## src/sv/gpr_pkg.sv

```systemverilog
// ----------------------------------------------------------------------------
// gpr_pkg
// Shared types and codes for the GPIO port register block.
// ----------------------------------------------------------------------------
package gpr_pkg;

    localparam int GRP_W = 3;  // enough for up to eight ports

    localparam logic [1:0] REQ_WRITE = 2'd0;
    localparam logic [1:0] REQ_READ  = 2'd1;
    localparam logic [1:0] REQ_PIN   = 2'd2;

    localparam logic [1:0] KIND_PIN = 2'd0;
    localparam logic [1:0] KIND_DIR = 2'd1;
    localparam logic [1:0] KIND_OUT = 2'd2;

    localparam logic PIN_DIR_IN  = 1'b0;
    localparam logic PIN_DIR_OUT = 1'b1;

    // decoded request, one flag at most is set
    typedef struct packed {
        logic             hit;
        logic             is_read;
        logic             is_bad_wr;
        logic             is_dir_wr;
        logic             is_out_wr;
        logic             is_pin_evt;
        logic [1:0]       kind;
        logic [GRP_W-1:0] grp;
        logic [7:0]       narrow;
        logic [7:0]       pin_bit;
    } op_t;

    typedef struct packed {
        logic [7:0] read_byte;
        logic       bad_write;
        logic [1:0] port_group;
        logic [7:0] drive_mask;
        logic [7:0] drive_bits;
        logic [7:0] pullup_mask;
        logic [7:0] pullup_bits;
        logic [7:0] mode_change_mask;
        logic [7:0] mode_bits;
    } result_t;

endpackage

```

## src/sv/gpr_port_regs.sv

```systemverilog
// ----------------------------------------------------------------------------
// gpr_port_regs
// Pin-input, direction and output registers of every port, with the
// masking logic that forms one result and the update for one request.
// ----------------------------------------------------------------------------
module gpr_port_regs
    import gpr_pkg::*;
#(
    parameter int PORT_COUNT = 4
)
(
    input  logic       clk,
    input  logic       rst_n,
    input  logic       fire,
    input  op_t        op,
    input  logic [7:0] write_byte,
    input  logic       pin_level,
    output result_t    res
);

    localparam int IDX_W = (PORT_COUNT > 1) ? $clog2(PORT_COUNT) : 1;

    logic [7:0] pin_reg [PORT_COUNT];
    logic [7:0] dir_reg [PORT_COUNT];
    logic [7:0] out_reg [PORT_COUNT];

    logic [IDX_W-1:0] idx;
    logic [7:0]       cur_pin;
    logic [7:0]       cur_dir;
    logic [7:0]       cur_out;
    logic [7:0]       out_pins;
    logic [7:0]       drive;

    always_comb
    begin
        idx     = op.grp[IDX_W-1:0];
        cur_pin = pin_reg[idx];
        cur_dir = dir_reg[idx];
        cur_out = out_reg[idx];
        for (int i = 0; i < 8; i++)
        begin
            out_pins[i] = (cur_dir[i] == PIN_DIR_OUT);
        end
        drive = out_pins & op.narrow;

        res            = '0;
        res.port_group = op.grp[1:0];
        res.bad_write  = op.is_bad_wr;
        if (op.is_read)
        begin
            case (op.kind)
                KIND_PIN: res.read_byte = cur_pin;
                KIND_DIR: res.read_byte = cur_dir;
                default:  res.read_byte = cur_out;
            endcase
        end
        if (op.is_dir_wr)
        begin
            res.mode_change_mask = write_byte ^ cur_dir;
            res.mode_bits        = write_byte;
        end
        if (op.is_out_wr)
        begin
            res.drive_mask  = drive;
            res.drive_bits  = write_byte & drive;
            res.pullup_mask = ~drive;
            res.pullup_bits = write_byte & ~drive;
        end
    end

    always_ff @(posedge clk or negedge rst_n)
    begin
        if (!rst_n)
        begin
            for (int p = 0; p < PORT_COUNT; p++)
            begin
                pin_reg[p] <= '0;
                dir_reg[p] <= {8{PIN_DIR_IN}};
                out_reg[p] <= '0;
            end
        end
        else if (fire)
        begin
            if (op.is_dir_wr)
            begin
                dir_reg[idx] <= write_byte;
            end
            if (op.is_out_wr)
            begin
                out_reg[idx] <= write_byte;
                pin_reg[idx] <= (cur_pin & ~drive) | (write_byte & drive);
            end
            if (op.is_pin_evt)
            begin
                pin_reg[idx] <= pin_level ? (cur_pin | op.pin_bit)
                                          : (cur_pin & ~op.pin_bit);
            end
        end
    end

endmodule
```

## config.mk

```make
export PLATFORM = sky130hd
export DESIGN_NAME = gpr_port_regs
export DESIGN_NICKNAME = d
export VERILOG_FILES = /design/src/sv/gpr_pkg.sv /design/src/sv/gpr_port_regs.sv
export SDC_FILE = /design/constraint.sdc
export NUM_CORES = 1
export LEC_CHECK = 0
export BUFFER_PORTS_ARGS = -buffer_cell sky130_fd_sc_hd__clkbuf_2
export CORE_MARGIN = 2
export CORE_UTILIZATION = 52
export DETAILED_ROUTE_END_ITERATION = 12
export PLACE_DENSITY_LB_ADDON = 0.3
export REMOVE_ABC_BUFFERS = 1
export SYNTH_ARGS = -nofsm -noshare
export SYNTH_HDL_FRONTEND = slang
export SYNTH_SLANG_ARGS = --single-unit
```

## constraint.sdc

```tcl
create_clock -name clk -period 2.2 [get_ports clk]
set_clock_uncertainty 0.05 [all_clocks]
set_input_delay 0.44 -clock clk [delete_from_list [all_inputs] [get_ports clk]]
set_output_delay 0.44 -clock clk [all_outputs]
set_load 0.01 [all_outputs]
```

==> metrics.csv, run 1 <==
stage;metric;value;unit
power;net switching fraction of the power;33.2;%
timing;final setup fails;28;
power;clock share of power;19.8;%
placement;Post-DP HPWL;12000;um
global_route;vias in the first global route;4870;
yosys;Synth Cell Area;5810;sq um
setup_path;crit-path max FO;3;
setup_path;crit-path max cell delay;580;ps
placement;Placed Area;6700;sq um
routing;total routed wirelength;17400;um
yosys;Netlist cell types;35;
power;VDD IR max;485;uV
setup_path;Worst path slowest cell;mux4_2;
cts;clock sink count;96;
power;power per cell area;782;nW/um^2
placement;IO buf count;93;
routing;Pre-antenna DRT Iters;5;
routing;Via Count;5039;
cts;CTS max path bufs;2;
floorplanning;Ports;98;
timing;Final Max Tran Viols;0;
timing;Max Clk Rate;430;MHz
worst_hold_path;Hold Path Class;primary input to register;
floorplanning;CORE AREA;10900;sq um
layout;area of the multi-input gates;3180;sq um
cts;CTS Root Cell;clkbuf_8;
power;sequential power share;42.7;%
floorplanning;Die Y;110;um
setup_path;Critical Path End Type;output pin;
global_route;Tot GR Track Use;29.7;%
layout;fin util;67.0;%
timing;Setup WS post-layout;-126;ps
layout;diode count;0;
setup_path;WS Path Type;register to output pin;
yosys;Seq/Total Area, Yosys;41.3;%
layout;fillers;834;
floorplanning;row count;38;
floorplanning;Die W;110;um
routing;final routed DRC violation total;0;
power;Logic pwr share;37.5;%
routing;Via-to-Cell Ratio;6.42;
placement;RePlAce Congestion;0.916;
power;NetSw;1.89;mW
global_route;global-route wire length before repair;26400;um
job;max-cap violations;0;
layout;total area of sequential cells;2400;sq um
setup_path;crit-path cells;mux4_2 -> xor2_2 -> and2_1 -> clkbuf_2;
setup_path;worst path required time;1710;ps
setup_path;CP Launch Type;register;
yosys;yosys synthesis warning count;0;
floorplanning;Die Area;12000;sq um
timing;RSZ-0062 raised after global routing;yes;
cts;clock slew seen by the registers of the worst setup and hold paths;90;ps
yosys;flops & latches, synth;96;
timing;Tcrit/Tclk final;106;%
cts;Clock Latency Late Sink;380;ps
global_route;antenna violations before repair;0;
run_status;outcome;finished, violations left;
global_route;largest net degree at the start of global routing;41;
timing;Period minus WS final;2330;ps
layout;final instance area;7290;sq um
yosys;synthesized instance count;515;
power;Total Power;5.70;mW
power;Pleak;3.13;nW
layout;share of layout cells above drive strength 1;48.7;%
timing;Least-Margin Pin Slew;755;ps
timing;Hold Fails Final Rpt;0;
layout;# nets final;679;
routing;number of nets with antenna violations after routing;0;
routing;Initial DRC Count;434;
run_status;violated checks;negative setup slack;
cts;CTS tree;done;
cts;H-Tree Depth;3;
routing;drt wl/cell;22.1;um
timing;Fin Hold WS;449;ps
cts;Num CTS Buffers;9;
setup_path;CP arrival;1840;ps
timing;Sum Neg Setup Slack;-1720;ps
global_route;Overflow after GRT;0;
timing;Slew headroom;49.5;%
power;Int Pwr;3.81;mW
layout;Area Growth Syn to Fin;25.4;%
yosys;syn avg cell area;11.3;sq um
floorplanning;initial core utilization;53.4;%
==> path summary, 6_finish.rpt <==
check                              endpoint        from  slack, ps  depth (start not counted)
worst max-delay path                 res[9]  dir_reg[1]       -130                          4
worst max register to register   pin_reg[3]  dir_reg[3]        220                          6
worst min-delay path            pin_reg[11]      op[11]        450                          3
worst min register to register   out_reg[9]  out_reg[9]        460                          1
max in group asynchronous        out_reg[7]       rst_n        940                          3
min in group asynchronous       out_reg[24]       rst_n        520                          2
==> what timing repair did <==
action,4_1_cts,5_1_grt
setup buffers,12,7
hold endpoints to repair,31,0
pin swaps,24,13
endpoints found under the setup margin,48,41
resized for setup,24,50
cloned,1,0
hold buffers,1,0
==> cell usage after synthesis (all sizes together) <==
master	n	area share, %
a211oi	64	8.3
a21bo	8	2.0
a21oi	32	2.8
a311oi	32	4.8
and2	32	3.4
and3	10	1.1
and3b	2	0.30
buf	32	3.8
clkbuf	27	1.7
dfrtp	96	41
inv	9	0.58
mux2	64	12
mux4	24	9.5
nand2	16	1.0
nand2b	1	0.11
nand3	2	0.26
nand4	3	0.32
nand4b	4	0.60
nand4bb	2	0.39
nor2	25	1.6
nor2b	2	0.22
nor3b	1	0.22
o2111a	1	0.19
o21a	1	0.13
o21ai	8	0.69
o22ai	8	0.86
or2	1	0.11
xor2	8	1.2
==> power groups by stage <==
stage | sequential, mW | combinational [mW] | clock, mW
CTS | 2.42 | 2.00 | 1.14
global placement | 2.41 | 1.80 | 0
detailed placement | 2.45 | 1.86 | 0
global route | 2.47 | 2.29 | 1.22
finish | 2.43 | 2.14 | 1.13
floorplan | 2.36 | 1.15 | 0
==> area by class of cell <==
type | instances | area share (%)
Timing Repair Buffer | 173 | 18.1
Multi-Input combinational cell | 351 | 43.6
Inverter | 9 | 0.463
Clock inverter | 3 | 0.343
Sequential cell | 96 | 33.0
Clock buffer | 13 | 2.18
Tap cell | 140 | 2.40
==> worst max-delay path, delay by kind of cell, from the launching register on <==
kind                      cells  cell delay [ps]
xor gates and xnor gates      1              190
buffers and inverters         1              120
muxes                         1              580
DFF                           1              380
and+or+nand+nor               1              180
==> placed cells by master (no fill, tap or decap), types with 2 or more instances in the layout <==
cell	netlist	layout
and3b_1	2	2
a21bo_4	6	6
nand4bb_1	2	2
o22ai_2	0	6
clkbuf_2	0	73
mux2_2	64	64
a21oi_2	0	6
and3_4	0	5
clkbuf_1	27	2
xor2_1	8	7
a21oi_1	32	26
nand2_4	0	2
buf_6	7	12
dfrtp_1	96	96
nor2_1	25	24
inv_1	9	9
o21ai_0	8	5
nor2b_1	2	2
and2_1	32	27
nand2_1	16	10
buf_4	5	65
o22ai_1	8	2
a211oi_1	64	64
buf_12	1	11
and2_4	0	5
o21ai_1	0	3
buf_2	11	9
nand4b_1	4	4
a21bo_2	2	2
and3_1	10	5
nand2_2	0	4
clkbuf_8	0	11
mux4_2	21	23
a311oi_1	32	32
nand4_1	3	3
==> cell families (layout without fill, tap and decap cells) <==
family	after synthesis	in the layout	synth area share [%]
buffers and inverters	68	198	6.14
AOI/OAI and AO/OA	154	154	19.7
muxes	88	88	21.9
DFF	96	96	41.3
and+or+nand+nor	101	101	9.69
xor gates and xnor gates	8	8	1.21
==> routing by layer <==
| metal | routed length, um | GRT usage (%) |
|---|---|---|
| met2 | 8750 | 47.8 |
| met3 | 1150 | 4.51 |
| met1 | 6890 | 39.0 |
| met4 | 569 | 15.5 |
| met5 | 0 | 0 |
==> stage by stage <==
stage	instances	setup slack, ps
after detailed placement	748	-234
after CTS	778	-116
after floorplan	456	231
final	785	-126
after global placement	748	-216
after global routing	785	-183
Power figures use the tool's default switching activity.
==> inputs of run 2 (changes only) <==
--- a/config.mk
+++ b/config.mk
@@ -5,6 +5,7 @@
 export SDC_FILE = /design/constraint.sdc
 export NUM_CORES = 1
 export LEC_CHECK = 0
+export ABC_AREA = 1
 export BUFFER_PORTS_ARGS = -buffer_cell sky130_fd_sc_hd__clkbuf_2
 export CORE_MARGIN = 2
 export CORE_UTILIZATION = 52
==> metrics.csv, run 2 <==
stage;metric;value;unit;change
run_status;outcome;finished, violations left;;unchanged
run_status;violated checks;negative hold slack;;was negative setup slack
routing;number of nets with antenna violations after routing;0;;unchanged
setup_path;crit-path max cell delay;220;ps;was 580 ps
layout;Area Growth Syn to Fin;22.2;%;was 25.4%
power;Total Power;5.64;mW;was 5.70 mW
power;Logic pwr share;27.8;%;was 37.5%
routing;drt wl/cell;15.9;um;was 22.1 um
yosys;leading area contributor after synthesis;dfrtp_1;;unchanged
global_route;Overflow after GRT;0;;unchanged
timing;Period minus WS final;2140;ps;was 2330 ps
global_route;largest net degree at the start of global routing;58;;was 41
layout;commonest cells after routing, fill and taps aside;375 x nand2_1, 96 x dfrtp_1, 89 x clkbuf_2;;was 96 x dfrtp_1, 73 x clkbuf_2, 65 x buf_4
setup_path;CP Launch Type;primary input;;was register
floorplanning;Die Y;112;um;was 110 um
global_route;met3 Resource Use GR;4.79;%;was 4.51%
routing;Via-to-Cell Ratio;5.45;;was 6.42
power;Pleak;4.06;nW;was 3.13 nW
timing;final setup fails;0;;was 28
power;power per cell area;762;nW/um^2;was 782 nW/um^2
yosys;count leader, synth;nand2_1;;was dfrtp_1
power;VDD IR max;460;uV;was 485 uV
cts;CTS max path bufs;2;;unchanged
global_route;met1 usage;41.8;%;was 39.0%
cts;CTS tree;done;;unchanged
power;net switching fraction of the power;34.2;%;was 33.2%
timing;Fin Hold WS;-10.7;ps;was 449 ps
job;max-cap violations;0;;unchanged
layout;commonest non-fill, non-tap cell in the layout;nand2_1;;was dfrtp_1
timing;Least-Margin Pin Slew;546;ps;was 755 ps
yosys;top_reg_cell synth;dfrtp_1;;unchanged
global_route;Tot GR Track Use;29.6;%;was 29.7%
placement;RePlAce Congestion;0.896;;was 0.916
timing;Hold Fails Final Rpt;6;;was 0
setup_path;CP arrival;1650;ps;was 1840 ps
power;Int Pwr;3.71;mW;was 3.81 mW
timing;Tcrit/Tclk final;97.3;%;was 106%
routing;Initial DRC Count;515;;was 434
yosys;top cells by count, synth;383 x nand2_1, 96 x dfrtp_1, 77 x o21ai_0;;was 96 x dfrtp_1, 64 x a211oi_1, 64 x mux2_2
routing;Pre-antenna DRT Iters;5;;unchanged
setup_path;worst path required time;1710;ps;about the same
timing;Final Max Tran Viols;0;;unchanged
cts;Clock Latency Late Sink;340;ps;was 380 ps
yosys;Seq/Total Area, Yosys;39.6;%;was 41.3%
floorplanning;Die W;112;um;was 110 um
yosys;synthesized instance count;910;;was 515
cts;clock sink count;96;;unchanged
routing;total routed wirelength;18600;um;was 17400 um
worst_hold_path;Hold Path Class;primary input to asynchronous set/reset pin;;was primary input to register
layout;# nets final;1057;;was 679
setup_path;Critical Path End Type;output pin;;unchanged
power;NetSw;1.93;mW;was 1.89 mW
global_route;GR Util met2;45.9;%;was 47.8%
setup_path;WS Path Type;primary input to output pin;;was register to output pin
setup_path;crit-path max FO;9;;was 3
cts;H-Tree Depth;3;;unchanged
timing;Setup WS post-layout;58.6;ps;was -126 ps
layout;share of layout cells above drive strength 1;21.1;%;was 48.7%
yosys;flops & latches, synth;96;;unchanged
yosys;Synth Cell Area;6060;sq um;was 5810 sq um
yosys;Netlist cell types;27;;was 35
cts;Num CTS Buffers;9;;unchanged
power;sequential power share;41.0;%;was 42.7%
global_route;most used routing layer;met2;;unchanged
routing;Via Count;6357;;was 5039
yosys;syn avg cell area;6.66;sq um;was 11.3 sq um
global_route;vias in the first global route;5621;;was 4870
routing;final routed DRC violation total;0;;unchanged
layout;fillers;1054;;was 834
timing;Max Clk Rate;467;MHz;was 430 MHz
placement;IO buf count;93;;unchanged
setup_path;Worst path slowest cell;buf_4;;was mux4_2
floorplanning;Die Area;12500;sq um;was 12000 sq um
cts;clock slew seen by the registers of the worst setup and hold paths;70;ps;was 90 ps
yosys;share of the synthesized area in the top cell type;39.6;%;was 41.3%
cts;CTS Hold Bufs;0;;was 1
yosys;share of flip-flops with an asynchronous set or reset;100;%;unchanged
global_route;antenna violations before repair;0;;unchanged
yosys;yosys synthesis warning count;0;;unchanged
setup_path;crit-path cells;clkbuf_2 -> buf_4 -> nor2_8 -> nand2_1 -> o21ai_0 -> o21ai_0 -> nand2_1 -> nor2_2 -> clkbuf_2;;was mux4_2 -> xor2_2 -> and2_1 -> clkbuf_2
placement;pre-CTS worst setup slack;-18.3;ps;was -234 ps
timing;Slew headroom;63.5;%;was 49.5%
yosys;Synth area leaders;dfrtp_1 40%, nand2_1 24%, o21ai_0 6.4%;;was dfrtp_1 41%, mux2_2 12%, a211oi_1 8.3%
floorplanning;initial core utilization;53.1;%;was 53.4%
power;clock share of power;31.2;%;was 19.8%
cts;CTS Root Cell;clkbuf_16;;was clkbuf_8
placement;Post-DP HPWL;12700;um;was 12000 um
layout;diode count;0;;unchanged
floorplanning;row count;39;;was 38
floorplanning;CORE AREA;11400;sq um;was 10900 sq um
floorplanning;Ports;98;;unchanged
global_route;global-route wire length before repair;29400;um;was 26400 um
yosys;Post-synth EDFFs;0;;unchanged
==> run 2: metrics by stage <==
stage	instances	area [sq um]	setup TNS (ps)	utilization (%)
3_3_place_gp	1149	6940	-13.8	60.7
4_1_cts	1165	7280	-7.85	63.8
5_1_grt	1166	7410	-11.8	64.9
2_1_floorplan	864	5820	0	-
3_5_place_dp	1149	6940	-66.3	60.7
6_report	1166	7410	0	64.9
==> run 2: area by class of cell <==
| type | instances | area [sq um] | area share [%] |
|---|---|---|---|
| Multi-Input combinational cell | 704 | 3260 | 44.0 |
| Tap cell | 143 | 179 | 2.41 |
| Inverter | 64 | 253 | 3.41 |
| Timing Repair Buffer | 143 | 990 | 13.4 |
| Sequential cell | 96 | 2400 | 32.4 |
| Clock buffer | 9 | 225 | 3.04 |
| Clock inverter | 7 | 100 | 1.35 |
==> run 2: critical path, delay by kind of cell <==
family | cells | cell delay, ps
AOI/OAI and AO/OA | 2 | 250
buffers and inverters | 3 | 560
and+or+nand+nor | 4 | 400
==> run 2: worst paths after layout <==
path	startpoint	depth (start not counted)	slack, ps	endpoint
worst max-delay path	op[17]	9	60	res[53]
worst min-delay path	rst_n	1	-10	dir_reg[19]
worst max register to register	dir_reg[17]	11	810	pin_reg[17]
worst min register to register	dir_reg[11]	2	440	dir_reg[11]
max in group asynchronous	rst_n	2	1430	pin_reg[14]
min in group clk	write_byte[0]	3	350	out_reg[0]
==> run 2: what timing repair did <==
item	in CTS	in global routing
pin swaps	0	2
setup buffers	0	0
resized for setup	8	33
cloned	0	1
setup endpoints to repair	6	45
==> run 2: power groups by stage <==
| stage | logic [mW] | clock network [mW] | registers (mW) |
|---|---|---|---|
| after floorplan | 0.984 | 0 | 2.28 |
| after global placement | 1.46 | 0 | 2.33 |
| after detailed placement | 1.50 | 0 | 2.33 |
| after CTS | 1.52 | 1.76 | 2.30 |
| after global routing | 1.78 | 1.83 | 2.36 |
| final | 1.57 | 1.76 | 2.31 |
==> run 2: kinds of logic after synthesis <==
group	share of synthesized area, %
AO/OA/AOI/OAI	14.7
AND/OR/NAND/NOR	37.7
flip-flops	39.6
buffers and inverters	8.01
==> run 2: per-layer routing <==
layer,up-vias,part of all wire (%),routed length [um]
met5,-,0,0
met4,0,2.9,531
met3,45,7.7,1440
met2,270,46,8510
met1,2914,44,8090
li1,3128,-,-
